==> src/rtl/core/dq_pkg.sv <==
`timescale 1ns / 1ps

package dq_pkg;

    localparam int KIND_BITS    = 3;
    localparam int STATUS_BITS  = 2;
    localparam int PAYLOAD_BITS = 32;
    localparam int COUNT_BITS   = 5;

    typedef enum logic [KIND_BITS-1:0] {
        KIND_PUSH_REAR  = 3'd0,
        KIND_POP_REAR   = 3'd1,
        KIND_POP_FRONT  = 3'd2,
        KIND_PEEK_REAR  = 3'd3,
        KIND_PEEK_FRONT = 3'd4
    } t_kind;

    typedef enum logic [STATUS_BITS-1:0] {
        ST_OK    = 2'd0,
        ST_EMPTY = 2'd1,
        ST_FULL  = 2'd2
    } t_status;

    // per-cycle command broadcast to every cell
    typedef struct packed {
        logic push;
        logic shift;
    } t_cell_ctl;

endpackage

==> src/rtl/core/dq_if.sv <==
`timescale 1ns / 1ps

interface dq_req_if;
    logic                                    valid;
    logic                                    ready;
    dq_pkg::t_kind                           kind;
    logic [dq_pkg::PAYLOAD_BITS-1:0]         push_word;

    modport source (output valid, output kind, output push_word, input ready);
    modport sink   (input valid, input kind, input push_word, output ready);
endinterface

interface dq_rsp_if;
    logic                                    valid;
    logic                                    ready;
    logic [dq_pkg::PAYLOAD_BITS-1:0]         read_word;
    dq_pkg::t_status                         status;
    logic [dq_pkg::COUNT_BITS-1:0]           entry_count;

    modport source (output valid, output read_word, output status, output entry_count,
                    input ready);
    modport sink   (input valid, input read_word, input status, input entry_count,
                    output ready);
endinterface

==> src/rtl/core/dq_cell.sv <==
`timescale 1ns / 1ps

module dq_cell #(
    parameter int WORD_BITS = 32,
    parameter int CNT_BITS  = 5,
    parameter int INDEX     = 0
) (
    input  logic                 i_clk,
    input  dq_pkg::t_cell_ctl    i_ctl,
    input  logic [CNT_BITS-1:0]  i_count,
    input  logic [WORD_BITS-1:0] i_push_word,
    input  logic [WORD_BITS-1:0] i_next_word,
    output logic [WORD_BITS-1:0] o_word,
    output logic [WORD_BITS-1:0] o_rear_tap
);
    import dq_pkg::*;

    logic [WORD_BITS-1:0] r_word;

    always_ff @(posedge i_clk) begin
        if (i_ctl.shift) begin
            r_word <= i_next_word;
        end else if (i_ctl.push && (i_count == CNT_BITS'(INDEX))) begin
            r_word <= i_push_word;
        end
    end

    assign o_word     = r_word;
    // this cell is the rear when it is the last occupied one
    assign o_rear_tap = (i_count == CNT_BITS'(INDEX + 1)) ? r_word : '0;

endmodule

==> src/rtl/core/double_ended_queue.sv <==
`timescale 1ns / 1ps
// The result is registered and is valid in the cycle after the request is accepted.
// Throughput: one item per cycle while the response side takes results; the result register frees as it is taken.
// Storage is a row of DEPTH cells with the front in cell 0; a front pop shifts the row.
// Reset (synchronous, active low) empties the queue and drops any pending result.
// Cell contents are not cleared by reset and are never read before written.
module double_ended_queue #(
    parameter int DEPTH     = 16,
    parameter int WORD_BITS = 32
) (
    input  logic          i_clk,
    input  logic          i_rst_n,
    dq_req_if.sink        i_req,
    dq_rsp_if.source      o_rsp
);
    import dq_pkg::*;

    localparam int CNT_BITS = $clog2(DEPTH + 1);

    logic [CNT_BITS-1:0]     r_count;
    logic [CNT_BITS-1:0]     n_count;
    logic                    r_out_valid;
    logic [PAYLOAD_BITS-1:0] r_read_word;
    t_status                 r_status;
    logic [COUNT_BITS-1:0]   r_entry_count;

    logic                    accept;
    logic                    empty;
    logic                    full;
    t_cell_ctl               cell_ctl;
    t_status                 status;
    logic [WORD_BITS-1:0]    rd_word;
    logic [WORD_BITS-1:0]    rear_word;
    logic [WORD_BITS-1:0]    push_word;
    logic [PAYLOAD_BITS-1:0] rd_payload;
    logic [COUNT_BITS-1:0]   count_out;

    logic [WORD_BITS-1:0]    w_word [DEPTH+1];
    logic [WORD_BITS-1:0]    w_tap  [DEPTH];

    assign i_req.ready = !r_out_valid || o_rsp.ready;
    assign accept      = i_req.valid && i_req.ready;
    assign empty       = (r_count == '0);
    assign full        = (r_count == CNT_BITS'(DEPTH));

    generate
        if (WORD_BITS >= PAYLOAD_BITS) begin : g_wide
            assign push_word  = WORD_BITS'(i_req.push_word);
            assign rd_payload = rd_word[PAYLOAD_BITS-1:0];
        end else begin : g_narrow
            assign push_word  = i_req.push_word[WORD_BITS-1:0];
            assign rd_payload = PAYLOAD_BITS'(rd_word);
        end
        if (CNT_BITS >= COUNT_BITS) begin : g_cnt_wide
            assign count_out = n_count[COUNT_BITS-1:0];
        end else begin : g_cnt_narrow
            assign count_out = COUNT_BITS'(n_count);
        end
    endgenerate

    assign w_word[DEPTH] = '0;

    generate
        for (genvar i = 0; i < DEPTH; i++) begin : g_cell
            dq_cell #(
                .WORD_BITS (WORD_BITS),
                .CNT_BITS  (CNT_BITS),
                .INDEX     (i)
            ) u_cell (
                .i_clk       (i_clk),
                .i_ctl       (cell_ctl),
                .i_count     (r_count),
                .i_push_word (push_word),
                .i_next_word (w_word[i+1]),
                .o_word      (w_word[i]),
                .o_rear_tap  (w_tap[i])
            );
        end
    endgenerate

    always_comb begin
        rear_word = '0;
        for (int i = 0; i < DEPTH; i++) begin
            rear_word = rear_word | w_tap[i];
        end
    end

    always_comb begin
        cell_ctl = '0;
        status   = ST_OK;
        rd_word  = '0;
        n_count  = r_count;
        case (i_req.kind)
            KIND_PUSH_REAR: begin
                if (full) begin
                    status = ST_FULL;
                end else begin
                    cell_ctl.push = accept;
                    n_count       = r_count + 1'b1;
                end
            end
            KIND_POP_REAR, KIND_PEEK_REAR: begin
                if (empty) begin
                    status = ST_EMPTY;
                end else begin
                    rd_word = rear_word;
                    if (i_req.kind == KIND_POP_REAR) begin
                        n_count = r_count - 1'b1;
                    end
                end
            end
            KIND_POP_FRONT, KIND_PEEK_FRONT: begin
                if (empty) begin
                    status = ST_EMPTY;
                end else begin
                    rd_word = w_word[0];
                    if (i_req.kind == KIND_POP_FRONT) begin
                        cell_ctl.shift = accept;
                        n_count        = r_count - 1'b1;
                    end
                end
            end
            default: begin
            end
        endcase
    end

    always_ff @(posedge i_clk) begin
        if (!i_rst_n) begin
            r_count     <= '0;
            r_out_valid <= 1'b0;
        end else begin
            if (accept) begin
                r_count     <= n_count;
                r_out_valid <= 1'b1;
            end else if (o_rsp.ready) begin
                r_out_valid <= 1'b0;
            end
        end
    end

    always_ff @(posedge i_clk) begin
        if (accept) begin
            r_read_word   <= rd_payload;
            r_status      <= status;
            r_entry_count <= count_out;
        end
    end

    assign o_rsp.valid       = r_out_valid;
    assign o_rsp.read_word   = r_read_word;
    assign o_rsp.status      = r_status;
    assign o_rsp.entry_count = r_entry_count;

endmodule
==> src/flat_wrapper.sv <==
// flat-port wrapper written by rule: the top's interface ports become plain ports
module double_ended_queue_flat import dq_pkg::*;
#(
    parameter int DEPTH     = 16,
    parameter int WORD_BITS = 32
)
  (i_clk, i_rst_n, i_req_valid, i_req_kind, i_req_push_word, i_req_ready, o_rsp_valid, o_rsp_read_word, o_rsp_status, o_rsp_entry_count, o_rsp_ready);
  dq_req_if i_req_i ();
  dq_rsp_if o_rsp_i ();
  input  logic i_clk;
  input  logic i_rst_n;
  input wire logic [$bits(i_req_i.valid)-1:0] i_req_valid;
  input wire logic [$bits(i_req_i.kind)-1:0] i_req_kind;
  input wire logic [$bits(i_req_i.push_word)-1:0] i_req_push_word;
  output wire logic [$bits(i_req_i.ready)-1:0] i_req_ready;
  output wire logic [$bits(o_rsp_i.valid)-1:0] o_rsp_valid;
  output wire logic [$bits(o_rsp_i.read_word)-1:0] o_rsp_read_word;
  output wire logic [$bits(o_rsp_i.status)-1:0] o_rsp_status;
  output wire logic [$bits(o_rsp_i.entry_count)-1:0] o_rsp_entry_count;
  input wire logic [$bits(o_rsp_i.ready)-1:0] o_rsp_ready;
  assign i_req_i.valid = i_req_valid;
  assign i_req_i.kind = i_req_kind;
  assign i_req_i.push_word = i_req_push_word;
  assign i_req_ready = i_req_i.ready;
  assign o_rsp_valid = o_rsp_i.valid;
  assign o_rsp_read_word = o_rsp_i.read_word;
  assign o_rsp_status = o_rsp_i.status;
  assign o_rsp_entry_count = o_rsp_i.entry_count;
  assign o_rsp_i.ready = o_rsp_ready;
  double_ended_queue #(.DEPTH(DEPTH), .WORD_BITS(WORD_BITS)) u_core (.i_clk(i_clk), .i_rst_n(i_rst_n), .i_req(i_req_i), .o_rsp(o_rsp_i));
endmodule
==> config.mk <==
export PLATFORM = sky130hd
export DESIGN_NAME = double_ended_queue_flat
export DESIGN_NICKNAME = d
export VERILOG_FILES = /design/src/rtl/core/dq_pkg.sv /design/src/rtl/core/dq_if.sv /design/src/rtl/core/dq_cell.sv /design/src/rtl/core/double_ended_queue.sv /design/src/flat_wrapper.sv
export SDC_FILE = /design/constraint.sdc
export NUM_CORES = 1
export LEC_CHECK = 0
export BUFFER_PORTS_ARGS = -buffer_cell sky130_fd_sc_hd__buf_4
export CAP_MARGIN = 0
export CORE_MARGIN = 2
export CORE_UTILIZATION = 35
export CTS_BUF_LIST = sky130_fd_sc_hd__clkbuf_16
export CTS_CLUSTER_DIAMETER = 120
export CTS_CLUSTER_SIZE = 25
export DETAILED_ROUTE_END_ITERATION = 7
export REMOVE_ABC_BUFFERS = 1
export SETUP_SLACK_MARGIN = 0.02
export SYNTH_ARGS = -nofsm -noshare
export SYNTH_HDL_FRONTEND = slang
export SYNTH_SLANG_ARGS = --single-unit
export TNS_END_PERCENT = 20
==> constraint.sdc <==
create_clock -name i_clk -period 4.85 [get_ports i_clk]
set_input_delay 1.2125 -clock i_clk [delete_from_list [all_inputs] [get_ports i_clk]]
set_output_delay 1.2125 -clock i_clk [all_outputs]
set_load 0.005 [all_outputs]
# Word level (Yosys, flattened, before mapping)
# Cells that the tools add are included.
# W data, S select, Z words.
op_classes:
  addsub: 2
  eq_ne: 20
  muxes: 65
  bitwise: 15
  reduce_logical: 40
op_table:
  columns: ["operator", "count"]
  rows:
  - ["$mux W32", 48]
  - ["$or A32 B32 Y32", 15]
  - ["$pmux W32 S2", 1]
  - ["$eq A5 B4 Y1 const B", 8]
  - ["$reduce_bool A2 Y1", 16]
  - ["$mux W5", 5]
  - ["$eq A5 B3 Y1 const B", 4]
  - ["$logic_and A1 B1 Y1", 17]
  - ["$pmux W5 S3", 1]
  - ["$eq A5 B2 Y1 const B", 2]
  - ["$mux W1", 8]
  - ["$eq A3 B2 Y1 const B", 2]
  - ["$add A5 B1 Y5 const B", 1]
  - ["$eq A5 B1 Y1 const B", 1]
  - ["$eq A5 B5 Y1 const B", 1]
  - ["$logic_not A5 Y1", 1]
  - ["$sub A5 B1 Y5 const B", 1]
  - ["$pmux W2 S2", 1]
  - ["$reduce_or A2 Y1", 2]
  - ["$reduce_or A4 Y1", 1]
  - ["$eq A3 B1 Y1 const B", 1]
  - ["$eq A3 B3 Y1 const B", 1]
  - ["$logic_not A3 Y1", 1]
  - ["$mux W2", 1]
  - ["2 further kinds", 2]
word_totals:
  register_bits: 557
  inputBits: 39
  output_inout_bits: 41
  elab_cells: 163

# Logic depth before layout (Yosys ltp)
logic_depth:
  depth_word: 19
  mapped_depth: 14
  mapped_depth_nobuf: 8

# By module
# A second synthesis with hierarchy kept.
hier_totals:
  hier_cells: 2530
  area_unflattened_um2: 33558.4
by_module_without_submodules:
  columns: ["module", "instances", "cells_per_inst", "area_per_inst_um2", "seq_area_each_um2"]
  rows:
  - ["dq_cell at u_core.g_cell[10].u_cell ...", 3, 143, 2039.5, 960.9]
  - ["dq_cell at u_core.g_cell[2].u_cell ...", 3, 143, 1903.1, 960.9]
  - ["dq_cell at u_core.g_cell[5].u_cell ...", 2, 144, 1905.6, 960.9]
  - ["dq_cell at u_core.g_cell[15].u_cell ...", 2, 111, 1845.5, 960.9]
  - ["double_ended_queue", 1, 370, 3294.4, 1291.2]
  - ["dq_cell at u_core.g_cell[13].u_cell", 1, 143, 1998.2, 960.9]
  - ["dq_cell at u_core.g_cell[11].u_cell", 1, 144, 1908.1, 960.9]
  - ["dq_cell at u_core.g_cell[1].u_cell", 1, 144, 1893.1, 960.9]
  - ["dq_cell at u_core.g_cell[14].u_cell", 1, 142, 1881.8, 960.9]
  - ["dq_cell at u_core.g_cell[3].u_cell", 1, 110, 1630.3, 960.9]
  - ["dq_cell at u_core.g_cell[0].u_cell", 1, 109, 1622.8, 960.9]

# Least setup slack after synthesis
# OpenSTA, ideal clock, no wires.
synth_timing:
  kind: "input port to flip-flop"
  start: "input i_req_kind[0]"
  end: "register u_core.g_cell[4].u_cell.r_word[0] (enable)"
  setup_time_ns: 0.470
  arrival_ns: 4.220
  required_ns: 4.380
  setup_slack_ns: 0.160
  cell_stages: 4
  n_path_buf: 1
  path_cell_list: "buf_2 > nor3_4 > nand2_1 > o31ai_1"
synth_via:
  elab_chain_cells: 5
  elab_cells_between_ends: 10
  cone_classes: "2 x eq/ne; 4 x mux; 4 x reduce/logical"
synth_rtl:
  columns: ["element", "line", "source"]
  rows:
  - ["start, declared", "flat_wrapper.sv:13", "input wire logic [$bits(i_req_i.kind)-1:0] i_req_kind;"]
  - ["$eq A3 B2 Y1", "double_ended_queue.sv:93, double_ended_queue.sv:117", null]
  - ["$mux W1", "double_ended_queue.sv:117", "if (i_req.kind == KIND_POP_FRONT) begin"]
  - ["$mux W1", "double_ended_queue.sv:113", "if (empty) begin"]
  - ["$mux W1", "double_ended_queue.sv:93", "case (i_req.kind)"]
  - ["$reduce_bool A2 Y1 (no source line) (*)", null, null]
  - ["end signal, assigned", "dq_cell.sv:22", "r_word <= i_next_word;"]
  - ["end signal, assigned", "dq_cell.sv:24", "r_word <= i_push_word;"]
  - ["end, declared", "dq_cell.sv:18", "logic [WORD_BITS-1:0] r_word;"]
# Every way passes the cells marked *; elsewhere a longest branch is shown, timed or not.
# A chain may end at the register's enable or synchronous reset.

# Worst setup path after layout
layout_timing:
  start: "register u_core.r_count[0]"
  end: "register u_core.g_cell[4].u_cell.r_word[27] (enable)"
layout_via:
  elab_chain_cells: 5
  elab_cells_between_ends: 9
  cone_classes: "2 x eq/ne; 4 x mux; 3 x reduce/logical"
layout_rtl:
  columns: ["element", "line", "source"]
  rows:
  - ["start, declared", "double_ended_queue.sv:20", "logic [CNT_BITS-1:0] r_count;"]
  - ["start signal, assigned", "double_ended_queue.sv:134", "r_count <= n_count;"]
  - ["$eq A5 B5 Y1", "double_ended_queue.sv:44", "assign full = (r_count == CNT_BITS'(DEPTH));"]
  - ["$mux W1", "double_ended_queue.sv:95", "if (full) begin"]
  - ["$mux W1", "double_ended_queue.sv:93", null]
  - ["$logic_and A1 B1 Y1", "dq_cell.sv:23", "end else if (i_ctl.push && (i_count == CNT_BITS'(INDEX))) begin"]
  - ["$reduce_bool A2 Y1 (no source line) (*)", null, null]
# Marked as above.

==> impl_metrics.csv <==
group,metric,value,unit
synthesis,syn_area,0.0266,sq mm
clocking,numCtsBuffers,26,
layout,multi_input_area,0.00909,sq mm
clocking,path_clk_slew,100,ps
placed_design,port_buffers,79,
synthesis,yosys_warnings,0,
pwr,combPwrFrac,9.2,%
die,core,0.0756,sq mm
detailed_routing,ant_nets,0,
setup_path,crit_buf_inv,2,
timing,whs,483,ps
pwr,pwr_density_cell,304,mW/mm^2
timing,drv_slew,0,
die,placementRows,101,
setup_path,cp-start-kind,"register",
setup_path,slowest_stage,"nor3_4",
global_route,grt_pass1_wl,124000,um
synthesis,synth_cells,2025,
die,boundaryPins,80,
outcome,outcome,"complete, no violations",
clocking,cts_setup_buffers,0,
detailed_routing,wl,87100,um
detailed_routing,drt_iter0_markers,2410,
global_route,grt_max_degree,133,
global_route,globalRoute.totalOverflow,0,
timing,setup_viol,0,
layout,ff_latch_area,0.0164,sq mm
synthesis,async_flop_share,0,%
global_route,grt_util_all_layers,21.7,%
detailed_routing,drtPass1Iterations,6,
timing,max-slew-margin-rel,29.7,%
synthesis,seq_area_frac_synth,61.5,%
detailed_routing,drc,0,
clocking,worstSkewPairLatency,630,ps
global_route,antenna_found_initial,1,
synthesis,synth_area_per_cell,13.1,sq um
synthesis,yosys_most_used_dff,"edfxtp_1",
clocking,root_buffer,"clkbuf_16",
placed_design,gp_congestion,0.898,
clocking,cts_buffer_depth,3,
placed_design,dp.cells,2942,
setup_path,crit_type,"reg -> reg",
synthesis,synth_seq_cells,557,
die,die_area,0.0782,sq mm
setup_path,worstPathArrival,3900,ps
run,cap_viol_max_count,0,
timing,rsz0062_at_grt,"no",
pwr,ir_drop,0.000275,V
layout,antenna_cells,0,
timing,max_clock_freq,274,MHz
setup_path,critPathRequiredTime,5100,ps
detailed_routing,drt-wirelength-per-cell,29.1,um
layout,drive_gt1_share,12.1,%
synthesis,synth_cell_types,78,
clocking,cts_hold_buf,0,
layout,area.growth.synth_to_final,8.31,%
clocking,cts.sinks,557,
clocking,cts_tree,"built",
detailed_routing,vias_per_cell,6.11,
timing,finalClockSkew,27.5,ps
pwr,p_leak,11.2,nW
die,dieWidth,280,um
detailed_routing,via_count,18277,
min_path,hold_class,"reg -> reg",
die,initial_core_util,35.2,%
global_route,grt_pass1_vias,17454,
clocking,htreeDepth,1,
synthesis,synth_edf_count,519,
pwr,switching_share,24.1,%
setup_path,crit_family,"simple AND/OR/NAND/NOR gates",
setup_path,cp_max_fo,25,
layout,layout.cells.non_filler,2990,
timing,period_share,75.3,%
timing,tightest_slew,1060,ps
pwr,seqPwrFrac,61.6,%
timing,fin_crit,3650,ps
pwr,switching_power,0.00211,W
layout,nFillCells,7161,
timing,hold_viol_final,0,
die,die_y,280,um
pwr,clock_power_share,29.2,%
setup_path,end_kind,"register",
placed_design,hpwl,54400,um
clocking,cts_resized,0,
layout,num-nets-final,2037,
pwr,p_int,0.00666,W
setup_path,path_cells,"inv_1 > ha_1 > and4bb_2 > nor3_4 > nand2_1 > o31ai_4 > buf_4",
setup_path,slowest_delay,580,ps
final timing paths:
| path | startpoint | to | slack (ps) | cells after the start |
|---|---|---|---|---|
| max | u_core.r_count[0] | u_core.g_cell[4].u_cell.o_word[27] | 1200 | 7 |
| min | u_core.g_cell[15].u_cell.o_word[0] | u_core.g_cell[15].u_cell.o_word[0] | 480 | 2 |
| max reg2reg | u_core.r_count[0] | u_core.g_cell[4].u_cell.o_word[27] | 1200 | 7 |
| min reg2reg | u_core.g_cell[15].u_cell.o_word[0] | u_core.g_cell[15].u_cell.o_word[0] | 480 | 2 |
synth_stat cells (all sizes together) (4+ instances only):
library cell / instances / area [sq um]
a221o: 6 / 60.1
nor4bb: 4 / 46.3
edfxtp: 519 / 15600
o21a: 4 / 30.0
mux2i: 114 / 1140
a222oi: 8 / 80.1
a32oi: 4 / 35.0
nor4b: 4 / 77.6
nor2b: 10 / 62.6
a211oi: 11 / 82.6
o21ai: 47 / 235
mux2: 4 / 48.8
a21o: 480 / 3600
nand4: 7 / 43.8
nand2b: 5 / 33.8
inv: 7 / 26.3
nand3: 21 / 105
dfxtp: 38 / 761
a211o: 7 / 61.3
a22oi: 61 / 458
mux4: 4 / 90.1
o22a: 9 / 78.8
o221ai: 10 / 87.6
nor4: 5 / 31.3
a2111oi: 8 / 95.1
a221oi: 11 / 96.3
buf: 172 / 1090
o211ai: 6 / 45.0
o22ai: 34 / 213
or3b: 6 / 52.6
nor3b: 6 / 56.3
and3: 5 / 31.3
and2: 36 / 225
a22o: 21 / 184
ha: 6 / 75.1
nand3b: 9 / 71.3
nand2: 138 / 518
nor2: 36 / 135
a21oi: 41 / 205
clkbuf: 44 / 166
nor3: 19 / 111
xnor2: 5 / 43.8
stage by stage:
step | power, W | worst slack, ps | TNS (ps) | instance area [sq um] | util [%]
after floorplan | 0.00596 | -7970 | -4632620 | 25300 | -
after global placement | 0.00629 | 936 | 0 | 28000 | 37.1
after detailed placement | 0.00631 | 840 | 0 | 28000 | 37.1
after CTS | 0.00881 | 1240 | 0 | 28800 | 38.1
after global routing | 0.00901 | 1060 | 0 | 28800 | 38.1
final | 0.00876 | 1200 | 0 | 28800 | 38.1
worst min-delay path, delay by kind of cell, from the launching register on:
kind	cells	cell delay (ps)
flops	1	340
compound gates	1	50
simple gates	1	60
registers in the layout, summed over array words and instances (netlist names):
| register | flops |
|---|---|
| u_core.o_rsp.entry_count | 5 |
| u_core.r_count | 5 |
| u_core.o_rsp.valid | 1 |
| u_core.g_cell.u_cell.o_word | 512 |
| u_core.o_rsp.status | 2 |
| u_core.o_rsp.read_word | 32 |
cells in the final DEF (no fill, tap or decap), types with 5 or more instances in the layout:
cell and n:
ha_1 5, and2_1 36, o221ai_1 10, inv_1 25, clkbuf_16 26, a211o_1 7, a22o_1 21, a221o_1 6
buf_12 13, a222oi_1 8, a21o_1 480, edfxtp_1 519, nor2_1 36, nor3_1 16, o21ai_0 34, mux2i_1 114
nand4_1 7, a211oi_1 11, xnor2_1 5, buf_4 142, o22ai_1 34, nand3_1 19, nand3b_1 8, nor4_1 5
nand2_2 11, a22oi_1 61, nor2b_1 6, dfxtp_1 35, o22a_1 9, a221oi_1 11, a21oi_1 41, o211ai_1 6
nand2_1 127, o21ai_1 10
logic make-up (layout without fill, tap and decap cells):
group           after synthesis  count (layout)  share of synthesized area, %
fa+ha+maj                     6               6                         0.282
simple gates                325             325                          6.53
compound gates              787             787                          21.9
xor+xnor                      5               5                         0.165
mux                         122             122                          4.82
flops                       557             557                          61.5
buf+inv                     223             210                          4.83
layout make-up:
cell class,count,share of cell area (%)
Tap cell,978,4.25
Clock buffer,26,2.26
Multi-Input combinational cell,1245,31.6
Sequential cell,557,56.8
Timing Repair Buffer,155,4.61
Clock inverter,22,0.391
Inverter,7,0.0913
power groups by stage:
stage | clock network (W) | registers, W | logic [W]
after floorplan | 0 | 0.00551 | 0.000456
after global placement | 0 | 0.00551 | 0.000778
after detailed placement | 0 | 0.00551 | 0.000796
after CTS | 0.00261 | 0.00540 | 0.000799
after global routing | 0.00274 | 0.00541 | 0.000857
final | 0.00256 | 0.00540 | 0.000806
layer usage:
| metal | vias up | wire length, um | global-route usage, % |
|---|---|---|---|
| met5 | - | 0 | 0 |
| met4 | 0 | 3270 | 7.16 |
| met3 | 186 | 8260 | 3.51 |
| met2 | 1080 | 39700 | 34.5 |
| met1 | 9301 | 35900 | 30.2 |
| li1 | 7710 | - | - |
(Power assumes the default switching activity.)
